**src/hdl/gf_aes_pkg.sv**
```systemverilog
// gf_aes_pkg: opcode type, field constants and GF(2^8) helper functions
// for the AES byte arithmetic unit; no dependencies
package gf_aes_pkg;

    typedef enum logic [1:0] {
        OP_MUL      = 2'd0,
        OP_SBOX     = 2'd1,
        OP_INV_SBOX = 2'd2,
        OP_XTIME    = 2'd3
    } opcode_t;

    typedef logic [7:0] byte_t;

    // low byte of the field polynomial x^8 + x^4 + x^3 + x + 1
    localparam byte_t REDUCE_POLY = 8'h1B;
    localparam byte_t AFFINE_FWD  = 8'h63;
    localparam byte_t AFFINE_INV  = 8'h05;

    // reduce a 15-bit carry-less product modulo 0x11B
    function automatic byte_t gf_reduce(input logic [14:0] p);
        logic [14:0] r;
        r = p;
        for (int i = 14; i >= 8; i--)
        begin
            if (r[i])
            begin
                r[i -: 9] = r[i -: 9] ^ {1'b1, REDUCE_POLY};
            end
        end
        return r[7:0];
    endfunction

    function automatic byte_t gf_mul(input byte_t a, input byte_t b);
        logic [14:0] p;
        p = '0;
        for (int i = 0; i < 8; i++)
        begin
            if (b[i])
            begin
                p = p ^ ({7'd0, a} << i);
            end
        end
        return gf_reduce(p);
    endfunction

    // squaring is linear: spread the bits to even positions, then reduce
    function automatic byte_t gf_sq(input byte_t a);
        logic [14:0] p;
        p = '0;
        for (int i = 0; i < 8; i++)
        begin
            p[2 * i] = a[i];
        end
        return gf_reduce(p);
    endfunction

    // a^(2^k) by k successive squarings, k at most 7
    function automatic byte_t gf_pow2k(input byte_t a, input int k);
        byte_t r;
        r = a;
        for (int i = 0; i < 7; i++)
        begin
            if (i < k)
            begin
                r = gf_sq(r);
            end
        end
        return r;
    endfunction

    function automatic byte_t xtime(input byte_t a);
        return {a[6:0], 1'b0} ^ (a[7] ? REDUCE_POLY : 8'h00);
    endfunction

    function automatic byte_t rotl(input byte_t x, input int s);
        return byte_t'((x << s) | (x >> (8 - s)));
    endfunction

    function automatic byte_t affine_fwd(input byte_t b);
        return b ^ rotl(b, 1) ^ rotl(b, 2) ^ rotl(b, 3) ^ rotl(b, 4) ^ AFFINE_FWD;
    endfunction

    function automatic byte_t affine_inv(input byte_t u);
        return rotl(u, 1) ^ rotl(u, 3) ^ rotl(u, 6) ^ AFFINE_INV;
    endfunction

endpackage

```
**src/hdl/gf256_aes_arith_unit_top.sv**
```systemverilog
// gf256_aes_arith_unit_top: pipelined AES GF(2^8) byte unit
// depends on gf_aes_pkg (opcode type, field helper functions)
//
// One byte result per accepted command, one command per cycle. busy is
// always low, so a command is taken whenever start is high. The result
// appears on result_byte with done high for exactly one cycle, once the
// command has passed every stage of the pipe; the receiver cannot stall
// the unit and results leave in command order. The pipe is shaped by
// the inversion a^254, split as a three-level tree of field multiplies:
// stage 1 registers the operand (inverse affine applied for the inverse
// S-box), stage 2 forms x^6, x^24, x^96 and x^128 (or the product a*b, or
// xtime a), stage 3 forms x^30 and x^224, and the output stage multiplies
// them, applies the forward affine map for the S-box and picks the result.
// The inverse of zero comes out as zero, so sbox(0) is 0x63.
module gf256_aes_arith_unit_top
    import gf_aes_pkg::*;
(
    input  logic       clk,
    input  logic       rst_n,
    input  logic       start,
    output logic       busy,
    input  logic [1:0] opcode,
    input  logic [7:0] operand_a,
    input  logic [7:0] operand_b,
    output logic       done,
    output logic [7:0] result_byte
);

    // pipe never holds off, so the command side is always open
    assign busy = 1'b0;

    // stage 1: operand capture
    logic    s1_valid_reg, s1_valid_next;
    opcode_t s1_op_reg,    s1_op_next;
    byte_t   s1_x_reg,     s1_x_next;
    byte_t   s1_b_reg,     s1_b_next;

    // stage 2: partial products of the power chain
    logic    s2_valid_reg, s2_valid_next;
    opcode_t s2_op_reg,    s2_op_next;
    byte_t   s2_m1_reg,    s2_m1_next;
    byte_t   s2_m2_reg,    s2_m2_next;
    byte_t   s2_m3_reg,    s2_m3_next;
    byte_t   s2_x128_reg,  s2_x128_next;

    // stage 3: x^30 and x^224
    logic    s3_valid_reg, s3_valid_next;
    opcode_t s3_op_reg,    s3_op_next;
    byte_t   s3_n1_reg,    s3_n1_next;
    byte_t   s3_n2_reg,    s3_n2_next;

    // output stage
    logic    done_reg,   done_next;
    byte_t   result_reg, result_next;

    byte_t   inv_val;

    // stage 1 next: the inverse S-box starts with the inverse affine map
    always_comb
    begin
        s1_valid_next = start;
        s1_op_next    = opcode_t'(opcode);
        s1_b_next     = operand_b;
        case (opcode_t'(opcode))
            OP_INV_SBOX: s1_x_next = affine_inv(operand_a);
            default:     s1_x_next = operand_a;
        endcase
    end

    // stage 2 next: m1 carries the whole answer for multiply and xtime
    always_comb
    begin
        s2_valid_next = s1_valid_reg;
        s2_op_next    = s1_op_reg;
        s2_m2_next    = gf_mul(gf_pow2k(s1_x_reg, 3), gf_pow2k(s1_x_reg, 4));
        s2_m3_next    = gf_mul(gf_pow2k(s1_x_reg, 5), gf_pow2k(s1_x_reg, 6));
        s2_x128_next  = gf_pow2k(s1_x_reg, 7);
        case (s1_op_reg)
            OP_MUL:   s2_m1_next = gf_mul(s1_x_reg, s1_b_reg);
            OP_XTIME: s2_m1_next = xtime(s1_x_reg);
            default:  s2_m1_next = gf_mul(gf_sq(s1_x_reg), gf_pow2k(s1_x_reg, 2));
        endcase
    end

    // stage 3 next
    always_comb
    begin
        s3_valid_next = s2_valid_reg;
        s3_op_next    = s2_op_reg;
        s3_n2_next    = gf_mul(s2_m3_reg, s2_x128_reg);
        case (s2_op_reg)
            OP_MUL,
            OP_XTIME: s3_n1_next = s2_m1_reg;
            default:  s3_n1_next = gf_mul(s2_m1_reg, s2_m2_reg);
        endcase
    end

    // output stage next: final multiply gives x^254
    always_comb
    begin
        inv_val   = gf_mul(s3_n1_reg, s3_n2_reg);
        done_next = s3_valid_reg;
        case (s3_op_reg)
            OP_SBOX:     result_next = affine_fwd(inv_val);
            OP_INV_SBOX: result_next = inv_val;
            default:     result_next = s3_n1_reg;
        endcase
    end

    // valid bits
    always_ff @(posedge clk or negedge rst_n)
    begin
        if (!rst_n)
        begin
            s1_valid_reg <= 1'b0;
            s2_valid_reg <= 1'b0;
            s3_valid_reg <= 1'b0;
            done_reg     <= 1'b0;
        end
        else
        begin
            s1_valid_reg <= s1_valid_next;
            s2_valid_reg <= s2_valid_next;
            s3_valid_reg <= s3_valid_next;
            done_reg     <= done_next;
        end
    end

    // payload registers, no reset needed
    always_ff @(posedge clk)
    begin
        s1_op_reg   <= s1_op_next;
        s1_x_reg    <= s1_x_next;
        s1_b_reg    <= s1_b_next;
        s2_op_reg   <= s2_op_next;
        s2_m1_reg   <= s2_m1_next;
        s2_m2_reg   <= s2_m2_next;
        s2_m3_reg   <= s2_m3_next;
        s2_x128_reg <= s2_x128_next;
        s3_op_reg   <= s3_op_next;
        s3_n1_reg   <= s3_n1_next;
        s3_n2_reg   <= s3_n2_next;
        result_reg  <= result_next;
    end

    assign done        = done_reg;
    assign result_byte = result_reg;

endmodule
```
**config.mk**
```make
export PLATFORM = sky130hd
export DESIGN_NAME = gf256_aes_arith_unit_top
export DESIGN_NICKNAME = d
export VERILOG_FILES = /design/src/hdl/gf_aes_pkg.sv /design/src/hdl/gf256_aes_arith_unit_top.sv
export SDC_FILE = /design/constraint.sdc
export NUM_CORES = 1
export LEC_CHECK = 0
export BUFFER_PORTS_ARGS = -buffer_cell sky130_fd_sc_hd__buf_2
export CORE_MARGIN = 2
export CORE_UTILIZATION = 50
export DETAILED_ROUTE_END_ITERATION = 7
export GPL_TIMING_DRIVEN = 1
export PLACE_DENSITY = 0.73
export SLEW_MARGIN = 5
export SYNTH_ARGS = -nofsm -noshare
export SYNTH_HDL_FRONTEND = slang
export SYNTH_SLANG_ARGS = --single-unit
export TNS_END_PERCENT = 100
```
**constraint.sdc**
```tcl
create_clock -name clk -period 9.55 [get_ports clk]
set_clock_uncertainty 0.05 [all_clocks]
set_input_delay 1.91 -clock clk [delete_from_list [all_inputs] [get_ports clk]]
set_output_delay 1.91 -clock clk [all_outputs]
set_load 0.005 [all_outputs]
```
# --- Word-level counts from Yosys, hierarchy flattened ---
# Index checks and enable logic that the tools add are counted.
word_totals:
  elab_cells: 430
  out_inout_bits: 10
  in_bits: 21
  register_bits: 82
op_classes:
  bitwise_logic: 176
  reduce_logical: 4
  n_eq_ne: 5
  mux: 229
op_table:
  columns: ["op", "n"]
  rows:
  - ["15-bit two-way mux", 73]
  - ["5-bit two-way mux", 112]
  - ["4-bit inverter", 112]
  - ["8-bit two-way mux", 42]
  - ["15-bit by 10-bit bitwise XOR with 15-bit output", 7]
  - ["15-bit by 11-bit bitwise XOR with 15-bit output", 7]
  - ["15-bit by 12-bit bitwise XOR with 15-bit output", 7]
  - ["15-bit by 13-bit bitwise XOR with 15-bit output", 7]
  - ["15-bit by 14-bit bitwise XOR with 15-bit output", 7]
  - ["15-bit bitwise XOR", 7]
  - ["15-bit by 9-bit bitwise XOR with 15-bit output", 5]
  - ["8-bit bitwise XOR", 6]
  - ["8-bit one-hot mux with 2 select lines", 2]
  - ["8-bit by 9-bit bitwise XOR with 9-bit output", 2]
  - ["8-bit by 1-bit OR with 8-bit output", 2]
  - ["8-bit by 3-bit OR with 8-bit output", 2]
  - ["2-bit equality test (second input constant)", 4]
  - ["8-bit by 2-bit OR with 8-bit output", 1]
  - ["8-bit by 4-bit OR with 8-bit output", 1]
  - ["8-bit by 6-bit OR with 8-bit output", 1]
  - ["8-bit by 5-bit bitwise XOR with 8-bit output", 1]
  - ["2-bit zero test", 2]
  - ["2-bit OR reduction", 2]
  - ["2-bit by 1-bit equality test with 1-bit output (second input constant)", 1]
  - ["2-bit inverter", 1]

# --- Logic depth before layout (Yosys ltp) ---
# Gate-level depths: netlist of run 1.
depth:
  word_depth: 113
  depth_mapped: 29
  mapped_depth_nobuf: 21

# --- Worst setup path after synthesis of run 1 ---
# OpenSTA, ideal clock, no wires.
synth_timing:
  path_kind: "flip-flop to flip-flop"
  start: "reg s1_x_reg[7]"
  end: "reg s2_m3_reg[1]"
  setup_ps: 124
  required_time_ps: 9376
  path_stages_with_launch: 30
  t_arrival_ps: 5543
  path_slack_ps: 3833
  path_buffers: 8
  synth_period_minus_slack_ps: 5717
  cell_sequence: "dfxtp_1 buf_2 buf_2 xnor2_1 buf_2 inv_1 ha_1 buf_2 inv_2 nand2_1 and2_1 inv_2 buf_4 ha_1 buf_2 xor3_2 xnor3_1 xnor3_1 buf_6 xnor2_1 ha_1 buf_1 nand2_1 nor2_1 o31a_1 o211ai_1 o311ai_1 xnor3_1 xor2_2 xnor2_1"
synth_via:
  elab_chain_cells: 64
  word_cells_on_any_way: 108
  cone_classes: "mux (55); bitwise (53)"
synth_rtl:
  columns: ["item", "line_no", "source"]
  rows:
  - ["from (decl)", "gf256_aes_arith_unit_top.sv:35", "byte_t s1_x_reg, s1_x_next;"]
  - ["from (signal assigned)", "gf256_aes_arith_unit_top.sv:133", "s1_x_reg <= s1_x_next;"]
  - ["5-bit two-way mux *", "gf_aes_pkg.sv:25", "if (r[i])"]
  - ["4-bit inverter (no source line)", null, null]
  - ["5-bit two-way mux (2 in a row)", "gf_aes_pkg.sv:25", null]
  - ["4-bit inverter (no source line)", null, null]
  - ["5-bit two-way mux", "gf_aes_pkg.sv:25", null]
  - ["4-bit inverter (no source line)", null, null]
  - ["5-bit two-way mux (2 in a row)", "gf_aes_pkg.sv:25", null]
  - ["4-bit inverter (no source line)", null, null]
  - ["[47 not listed]", null, null]
  - ["15-bit two-way mux", "gf_aes_pkg.sv:38", "if (b[i])"]
  - ["15-bit bitwise XOR / 5-bit two-way mux (equally long branches)", "gf_aes_pkg.sv:40, gf_aes_pkg.sv:25", null]
  - ["15-bit two-way mux *", "gf_aes_pkg.sv:38", null]
  - ["4-bit inverter (no source line) / 5-bit two-way mux (equally long branches)", null, null]
  - ["5-bit two-way mux / 4-bit inverter (equally long branches)", null, null]
  - ["4-bit inverter (no source line) / 5-bit two-way mux (equally long branches)", null, null]
  - ["5-bit two-way mux *", "gf_aes_pkg.sv:25", null]
  - ["net s2_m3_next[1]", "gf256_aes_arith_unit_top.sv:43", "byte_t s2_m3_reg, s2_m3_next;"]
  - ["to (signal assigned)", "gf256_aes_arith_unit_top.sv:138", "s2_m3_reg <= s2_m3_next;"]
  - ["to (decl)", "gf256_aes_arith_unit_top.sv:43", null]
# The timed path passes the listed nets; every way through them passes the cells marked *.

# --- Worst setup path after layout of run 1 ---
layout_timing:
  start: "reg s1_x_reg[6]"
  end: "reg s2_m3_reg[3]"
layout_via:
  elab_chain_cells: 65
  word_cells_on_any_way: 107
  cone_classes: "mux (55); bitwise (52)"
layout_rtl:
  columns: ["item", "line_no"]
  rows:
  - ["5-bit two-way mux *", "gf_aes_pkg.sv:25"]
  - ["4-bit inverter (no source line)", null]
  - ["5-bit two-way mux (2 in a row)", "gf_aes_pkg.sv:25"]
  - ["4-bit inverter (no source line)", null]
  - ["5-bit two-way mux", "gf_aes_pkg.sv:25"]
  - ["4-bit inverter (no source line)", null]
  - ["5-bit two-way mux (2 in a row)", "gf_aes_pkg.sv:25"]
  - ["4-bit inverter (no source line)", null]
  - ["[47 not listed]", null]
  - ["15-bit two-way mux *", "gf_aes_pkg.sv:38"]
  - ["4-bit inverter (no source line)", null]
  - ["5-bit two-way mux", "gf_aes_pkg.sv:25"]
  - ["4-bit inverter (no source line)", null]
  - ["5-bit two-way mux (2 in a row)", "gf_aes_pkg.sv:25"]
  - ["4-bit inverter (no source line)", null]
  - ["5-bit two-way mux *", "gf_aes_pkg.sv:25"]
  - ["net s2_m3_next[3]", "gf256_aes_arith_unit_top.sv:43"]
# Marked as above.

==> flow_summary_export.csv, run 1 <==
group,metric,value,unit
status,status,"finished clean",
route,detail-route-antenna-nets,0,
floorplanning,die_w,159,um
route,viasPerCell,5.38,
setup_path,slowest_delay,0.95,ns
clocking,cts_tree,"done",
timing,hold_violations,0,
logic_synthesis,synth_edf_count,0,
floorplanning,row_count,56,
logic_synthesis,synth-seq-cells,82,
clocking,cts_hold_buf,0,
global_route,met3_usage,3.10,%
logic_synthesis,synth_cell_type_count,65,
placement,routabilityCongestion,0.903,
setup_path,start_kind,"flip-flop",
setup_path,cp.arrival,8.11,ns
floorplanning,initial_core_util,51.0,%
cells_and_area,register_area,0.00166,mm2
setup_path,endpoint_kind,"flip-flop",
timing,period_minus_slack,7.92,ns
route,routed_wl,27800,um
global_route,grt-ovfl-total,0,
clocking,h-tree-depth,3,
logic_synthesis,synth-seq-area-share,13.9,%
timing,slew_violations,0,
global_route,first_global_vias,9245,
cells_and_area,final_common_cell,"xnor2_1",
timing,slew_headroom,32.9,%
global_route,grt_busiest_layer,"met2",
global_route,grt_antenna_before_repair,0,
job,maxCapViolations,0,
setup_path,rr_worst_depth,20,
cells_and_area,antenna_cells,0,
clocking,clk_pin_slew_worst_paths,0.07,ns
route,first_iter_violations,757,
global_route,grt_usage,22.9,%
floorplanning,die_h,159,um
cells_and_area,fill_cells,2208,
timing,rsz0062_at_grt,"false",
placement,dp_slack,1.77,ns
cells_and_area,mostFrequentLayoutCells,"xnor2_1, nand2_1, nor2_1",
clocking,clock_sinks,82,
floorplanning,core_region_area,0.0235,mm2
logic_synthesis,netlist_instances,1579,
logic_synthesis,async_flop_share,4.88,%
clocking,cts_buffer_depth,2,
clocking,cts_resized,0,
timing,setup_tns,0,ns
global_route,met1_usage,29.7,%
route,avgRoutedWirePerCell,15.3,um
global_route,grt_pass1_wl,46500,um
hold_path,min_path_type,"flip-flop to flip-flop",
route,remaining_drc_errors,0,
setup_path,crit_required,9.74,ns
cells_and_area,multiInputGateArea,0.00962,mm2
clocking,cts_setup_buffers,0,
route,dr.pass1.iters,5,
logic_synthesis,netlist_area,0.0120,mm2
logic_synthesis,syn-num-nets,1617,
cells_and_area,finish.utilization,52.7,%
setup_path,worstSetupPathType,"flip-flop to flip-flop",
setup_path,slowest_stage,"ha_1",
placement,dp_hpwl,20300,um
placement,io_buffers,29,
setup_path,crit_path_max_fanout,26,
setup_path,cpMostUsedCell,"ha_1",
timing,fmax,126,MHz
timing,worstMarginPinSlew,0.999,ns
route,num_vias,9797,
hold_path,hold-path-cell-count,0,
setup_path,path_cells,"xnor2_1, inv_1, ha_1, inv_2, nand2_1, and2_1, inv_2, ha_1, xor3_2, xnor2_4, xnor2_4, inv_4, ha_1, nor2_1, o21ai_0, a211oi_1, nor4_1, xnor3_1, xor2_2, xnor2_1",
clocking,cts_made_buffers,9,
cells_and_area,area_growth,3.40,%
cells_and_area,nets,1536,
logic_synthesis,yosysWarnings,0,
timing,worst_slack,1.63,ns
global_route,grt_max_degree,27,
floorplanning,io_pins,31,
floorplanning,die_area,0.0252,mm2
timing,min_period_over_period,83.0,%
global_route,globalRouteMet2Util,39.8,%
logic_synthesis,syn_avg_cell_area,7.57,um2
logic_synthesis,synth_flop_cell,"dfxtp_1",
cells_and_area,layout-drive-gt1-share,7.58,%
clocking,root_buffer,"clkbuf_16",
timing,setup_violations,0,
clocking,clock_latency,0.37,ns
==> cell usage after synthesis (8+ instances only) <==
master      n  area share (%)
mux2i_1    10            0.84
xor2_1     98             7.2
mux2_2      8            0.75
o22ai_1     9            0.47
nor2_1    126             4.0
inv_1      26            0.82
xnor2_2    18             2.4
buf_1      17            0.53
nand2_1   303             9.5
clkbuf_1  100             3.1
a211oi_1   12            0.75
xnor3_1    21             4.0
a21oi_1    48             2.0
a22oi_1     9            0.56
ha_1       17             1.8
xnor2_1   424              31
nand2b_1   10            0.52
xnor2_4    10             2.3
nor3_1     25             1.0
nand3_1    22            0.92
buf_2      11            0.46
dfxtp_1    78              13
o21ai_0    63             2.6
a31oi_1    11            0.58
a221oi_1   14             1.0
==> critical path: cells and delay by family, from the launching register on <==
kind,cells,cell delay [ns]
simple gates,4,0.87
buf+inv,4,0.90
fa+ha+maj,3,2.36
flops,1,0.58
xor+xnor,7,2.76
compound gates,2,0.26
==> kinds of logic (layout without fill, tap and decap cells) <==
| family | after synthesis | in the layout | share of synthesized area, % |
|---|---|---|---|
| other | 1 | 1 | 0.0314 |
| and+or+nand+nor | 510 | 510 | 17.3 |
| muxes | 18 | 18 | 1.59 |
| DFF | 82 | 82 | 13.9 |
| adders and majority gates | 17 | 17 | 1.78 |
| xor gates and xnor gates | 582 | 582 | 49.1 |
| buffers and inverters | 166 | 90 | 5.64 |
| AOI/OAI and AO/OA | 203 | 203 | 10.7 |
==> final timing paths <==
| check | startpoint | to | slack (ns) |
|---|---|---|---|
| worst min-delay path | s2_valid_reg$_DFF_PN0_ | done_next$_DFF_PN0_ | 0.30 |
| worst max-delay path | s1_x_reg[6]$_DFF_P_ | s2_m3_reg[3]$_DFF_P_ | 1.63 |
| min in group asynchronous | rst_n | s1_valid_reg$_DFF_PN0_ | 1.29 |
| max in group asynchronous | rst_n | done$_DFF_PN0_ | 8.05 |
| worst max register to register | s1_x_reg[6]$_DFF_P_ | s2_m3_reg[3]$_DFF_P_ | 1.63 |
| worst min register to register | s2_valid_reg$_DFF_PN0_ | done_next$_DFF_PN0_ | 0.30 |
==> per-layer routing <==
metal  up-vias  wire length [um]
li1       4903                 -
met1      4595             12400
met2       264             13600
met3        35              1390
met4         0               432
met5         -                 0
==> cell type report <==
| type | instances | area share [%] |
|---|---|---|
| clock buffers | 9 | 1.82 |
| clock inverters | 7 | 0.678 |
| multi-input cells | 1331 | 77.8 |
| flip-flops and latches | 82 | 13.4 |
| repair buffers | 44 | 2.08 |
| well taps | 319 | 3.23 |
| inverters | 30 | 0.931 |
==> metrics by stage <==
stage	instances	area, um2	hold WS, ns
finish	1822	12400	0.301
global route	1822	12400	0.321
CTS	1822	12400	0.305
detailed placement	1806	12100	0.289
global placement	1806	12100	0.285
floorplan	1579	12000	0.281
Power of run 1 is left out: the tool's default activity adds up to more than one toggle a clock period on the data nets, which glitch-free logic cannot reach.
==> run 2, diff against run 1 <==
==> constraint.sdc (replaced) <==
create_clock -name clk -period 8 [get_ports clk]
set_clock_uncertainty 0.05 [all_clocks]
set_input_delay 1.6 -clock clk [delete_from_list [all_inputs] [get_ports clk]]
set_output_delay 1.6 -clock clk [all_outputs]
set_load 0.005 [all_outputs]
==> flow_summary_export.csv, run 2 (synthesized netlist as in run 1, its figures left out) <==
group,metric,value,unit
timing,worstMarginPinSlew,1.29,ns
setup_path,r2r_start,"s1_x_reg[6]$_DFF_P_",
global_route,globalRouteMet2Util,39.2,%
global_route,met1_usage,28.8,%
route,num_vias,9948,
route,avgRoutedWirePerCell,15.1,um
floorplanning,row_count,56,
timing,fmax,150,MHz
setup_path,crit_start,"s1_x_reg[6]$_DFF_P_",
setup_path,start_kind,"flip-flop",
setup_path,crit_path_max_fanout,25,
floorplanning,initial_core_util,51.0,%
clocking,h-tree-depth,3,
job,maxCapViolations,0,
setup_path,crit_required,8.18,ns
global_route,grt_busiest_layer,"met2",
route,remaining_drc_errors,0,
status,status,"finished clean",
floorplanning,die_h,159,um
timing,min_period_over_period,83.4,%
global_route,first_global_vias,9389,
timing,worst_slack,1.33,ns
clocking,clock_sinks,82,
cells_and_area,final_common_cell,"xnor2_1",
placement,routabilityCongestion,0.942,
clocking,cts_resized,0,
cells_and_area,nets,1537,
timing,slew_headroom,13.5,%
setup_path,crit_end,"s2_m3_reg[3]$_DFF_P_",
floorplanning,die_w,159,um
clocking,cts_setup_buffers,0,
global_route,grt_antenna_before_repair,0,
clocking,cts_hold_buf,0,
clocking,cts_made_buffers,9,
setup_path,endpoint_kind,"flip-flop",
timing,setup_violations,0,
setup_path,cp.arrival,6.85,ns
hold_path,min_path_type,"flip-flop to flip-flop",
route,viasPerCell,5.46,
clocking,clock_latency,0.35,ns
cells_and_area,area_growth,3.47,%
setup_path,worstReg2RegEnd,"s2_m3_reg[3]$_DFF_P_",
placement,io_buffers,29,
setup_path,slowest_delay,0.77,ns
global_route,grt_usage,22.5,%
setup_path,rr_worst_depth,21,
timing,period_minus_slack,6.67,ns
cells_and_area,antenna_cells,0,
timing,rsz0062_at_grt,"false",
placement,dpl_cell_area,0.0121,mm2
placement,dp_slack,1.48,ns
global_route,met3_usage,2.97,%
cells_and_area,mostFrequentLayoutCells,"xnor2_1, nand2_1, nor2_1",
setup_path,path_cells,"xnor2_1, inv_1, ha_1, buf_4, nand2_1, and2_1, inv_2, ha_1, xor3_2, xnor3_1, xnor3_1, xnor2_1, ha_1, nand2_1, o21a_1, o221ai_1, o21ai_0, nand3_1, xor2_1, xnor3_1, xnor2_1",
floorplanning,die_area,0.0252,mm2
clocking,cts_buffer_depth,2,
setup_path,slowest_stage,"xnor2_1",
clocking,cts_tree,"done",
global_route,grt_max_degree,27,
setup_path,ff2ff_setup_slack,1.33,ns
timing,slew_violations,0,
cells_and_area,layout-drive-gt1-share,7.65,%
cells_and_area,fin_area,0.0124,mm2
clocking,clk_pin_slew_worst_paths,0.07,ns
route,detail-route-antenna-nets,0,
hold_path,hold-path-cell-count,0,
route,dr.pass1.iters,6,
route,first_iter_violations,871,
timing,hold_violations,0,
floorplanning,core_region_area,0.0235,mm2
global_route,grt-ovfl-total,0,
setup_path,worstSetupPathType,"flip-flop to flip-flop",
clocking,root_buffer,"clkbuf_16",
global_route,grt_pass1_wl,46200,um
timing,setup_tns,0,ns
placement,dp_hpwl,20200,um
floorplanning,io_pins,31,
route,routed_wl,27600,um
[run 2: area by class of cell]
type                       count  area [um2]
clock buffer                   9         225
tap                          319         399
fill                        2205       11100
multi-input combinational   1331        9620
timing repair buffer          45         265
inverter                      30         115
sequential                    82        1660
clock inverter                 7        85.1
[run 2: critical path, delay by kind of cell, from the launching register on]
kind,cells,cell delay [ns]
xor+xnor,8,2.81
flops,1,0.60
buf+inv,3,0.78
simple gates,4,0.56
fa+ha+maj,3,1.34
compound gates,3,0.39
[run 2: stage by stage]
stage	instances	hold slack, ns	util [%]
floorplan	1579	0.281	-
global placement	1807	0.285	51.4
detailed placement	1807	0.286	51.4
CTS	1823	0.301	52.7
global route	1823	0.320	52.7
finish	1823	0.298	52.7
[run 2: worst min path at each step]
stage	start	endpoint	slack [ns]
floorplan	done_next$_DFF_PN0_	done$_DFF_PN0_	0.28
global placement	s2_valid_reg$_DFF_PN0_	done_next$_DFF_PN0_	0.29
detailed placement	s2_valid_reg$_DFF_PN0_	done_next$_DFF_PN0_	0.29
CTS	s2_valid_reg$_DFF_PN0_	done_next$_DFF_PN0_	0.30
global route	s2_valid_reg$_DFF_PN0_	done_next$_DFF_PN0_	0.32
finish	s2_valid_reg$_DFF_PN0_	done_next$_DFF_PN0_	0.30
[run 2: per-layer routing]
metal	routed length (um)	vias up
li1	-	4897
met1	12200	4693
met2	13300	307
met3	1390	51
met4	694	0
met5	0	-
Power of run 2 is left out for the same reason.
==> run 3, diff against run 2 <==
--- a/config.mk
+++ b/config.mk
@@ -10,7 +10,7 @@
 export CORE_UTILIZATION = 50
 export DETAILED_ROUTE_END_ITERATION = 7
 export GPL_TIMING_DRIVEN = 1
-export PLACE_DENSITY = 0.73
+export PLACE_DENSITY = 0.76
 export SLEW_MARGIN = 5
 export SYNTH_ARGS = -nofsm -noshare
 export SYNTH_HDL_FRONTEND = slang
==> constraint.sdc (replaced) <==
create_clock -name clk -period 5.4 [get_ports clk]
set_clock_uncertainty 0.05 [all_clocks]
set_input_delay 1.08 -clock clk [delete_from_list [all_inputs] [get_ports clk]]
set_output_delay 1.08 -clock clk [all_outputs]
set_load 0.005 [all_outputs]
==> flow_summary_export.csv, run 3 (synthesized netlist as in run 1, its figures left out) <==
group,metric,value,unit
status,status,"finished clean",
timing,setup_violations,0,
job,maxCapViolations,0,
cells_and_area,area_growth,5.97,%
global_route,grt_antenna_before_repair,0,
clocking,cts_tree,"done",
setup_path,cp.arrival,5.33,ns
floorplanning,die_h,159,um
route,remaining_drc_errors,0,
global_route,grt_max_degree,23,
timing,min_period_over_period,95.2,%
floorplanning,die_w,159,um
route,num_vias,10219,
setup_path,endpoint_kind,"flip-flop",
timing,setup_tns,0,ns
global_route,grt-ovfl-total,0,
timing,hold-worst-slack,0.308,ns
placement,io_buffers,29,
cells_and_area,register_area,0.00166,mm2
floorplanning,core_region_area,0.0235,mm2
hold_path,min_path_type,"flip-flop to flip-flop",
clocking,cts_made_buffers,9,
cells_and_area,nets,1572,
clocking,clock_sinks,82,
floorplanning,io_pins,31,
route,routed_wl,28700,um
timing,rsz0062_at_grt,"false",
clocking,cts_hold_buf,0,
route,first_iter_violations,925,
floorplanning,die_area,0.0252,mm2
global_route,first_global_vias,9430,
clocking,root_buffer,"clkbuf_16",
global_route,grt_usage,23.2,%
cells_and_area,mostFrequentLayoutCells,"xnor2_1, nand2_1, nor2_1",
timing,slew_headroom,35.5,%
cells_and_area,antenna_cells,0,
cells_and_area,fill_cells,2163,
setup_path,worstSetupPathType,"flip-flop to flip-flop",
clocking,clock_latency,0.37,ns
clocking,clk_pin_slew_worst_paths,0.09,ns
timing,worst_slack,0.259,ns
cells_and_area,multiInputGateArea,0.00966,mm2
placement,routabilityCongestion,0.939,
timing,hold_violations,0,
placement,dp_hpwl,21000,um
timing,worstMarginPinSlew,0.961,ns
floorplanning,row_count,56,
route,avgRoutedWirePerCell,15.5,um
route,viasPerCell,5.50,
clocking,h-tree-depth,3,
setup_path,start_kind,"flip-flop",
clocking,cts_buffer_depth,2,
timing,period_minus_slack,5.14,ns
global_route,grt_pass1_wl,47100,um
setup_path,crit_required,5.59,ns
timing,fmax,195,MHz
route,detail-route-antenna-nets,0,
setup_path,crit_path_max_fanout,11,
cells_and_area,final_common_cell,"xnor2_1",
floorplanning,initial_core_util,51.0,%
route,dr.pass1.iters,6,
cells_and_area,layout-drive-gt1-share,10.3,%
timing,slew_violations,0,
placement,dp_slack,0.188,ns
## run 3: changes by cell type in the layout (fill, tap and decap cells not counted), sizes merged
| cell | previous run | this run |
|---|---|---|
| bufinv | 1 | 0 |
| clkinv | 1 | 5 |
| buf | 45 | 80 |
| inv | 33 | 32 |
| clkinvlp | 2 | 0 |
## run 3: path summary, 6_finish.rpt
kind	start	end	slack (ns)	depth (start not counted)
min	s1_valid_reg$_DFF_PN0_	s2_valid_reg$_DFF_PN0_	0.31	0
max	s1_x_reg[6]$_DFF_P_	s2_m3_reg[3]$_DFF_P_	0.26	21
max reg2reg	s1_x_reg[6]$_DFF_P_	s2_m3_reg[3]$_DFF_P_	0.26	21
max in group asynchronous	rst_n	s1_valid_reg$_DFF_PN0_	4.74	1
min in group asynchronous	rst_n	done_next$_DFF_PN0_	0.45	1
min reg2reg	s1_valid_reg$_DFF_PN0_	s2_valid_reg$_DFF_PN0_	0.31	0
## run 3: stage by stage
step | instances | util (%) | cell area, um2
6_report | 1858 | 54.0 | 12700
3_5_place_dp | 1840 | 52.5 | 12300
3_3_place_gp | 1840 | 52.5 | 12300
2_1_floorplan | 1579 | - | 12000
4_1_cts | 1856 | 53.9 | 12600
5_1_grt | 1858 | 54.0 | 12700
## run 3: metal layers
layer	global-route usage, %	vias up	wire length (um)
met2	39.1	378	13800
li1	-	4970	-
met4	8.79	0	809
met5	0	-	0
met1	30.1	4804	12300
met3	3.13	67	1840
## run 3: final cells by class
class	count	share of cell area (%)
flip-flops and latches	82	13.1
clock inverters	7	0.642
multi-input cells	1331	76.2
inverters	30	0.928
well taps	319	3.15
repair buffers	80	4.17
clock buffers	9	1.78
## run 3: timing repair
action / CTS / global route
endpoints found under the setup margin: 0 / 6
buffers inserted: 0 / 2
resized for setup: 0 / 4
## run 3: critical path, cell delays in order, from the launching register on
cell,delay [ns]
dfxtp_1,0.34
xnor2_2,0.18
inv_2,0.10
ha_1,0.38
inv_4,0.04
nand2_1,0.09
and2_4,0.20
inv_2,0.04
ha_1,0.31
xor3_2,0.47
xnor2_4,0.33
xnor2_4,0.21
inv_4,0.14
ha_2,0.49
inv_1,0.16
nor2_1,0.14
mux2i_1,0.09
o22ai_1,0.19
xnor2_1,0.12
xnor2_2,0.29
xnor3_1,0.49
xnor2_1,0.14
Power of run 3 is left out for the same reason.
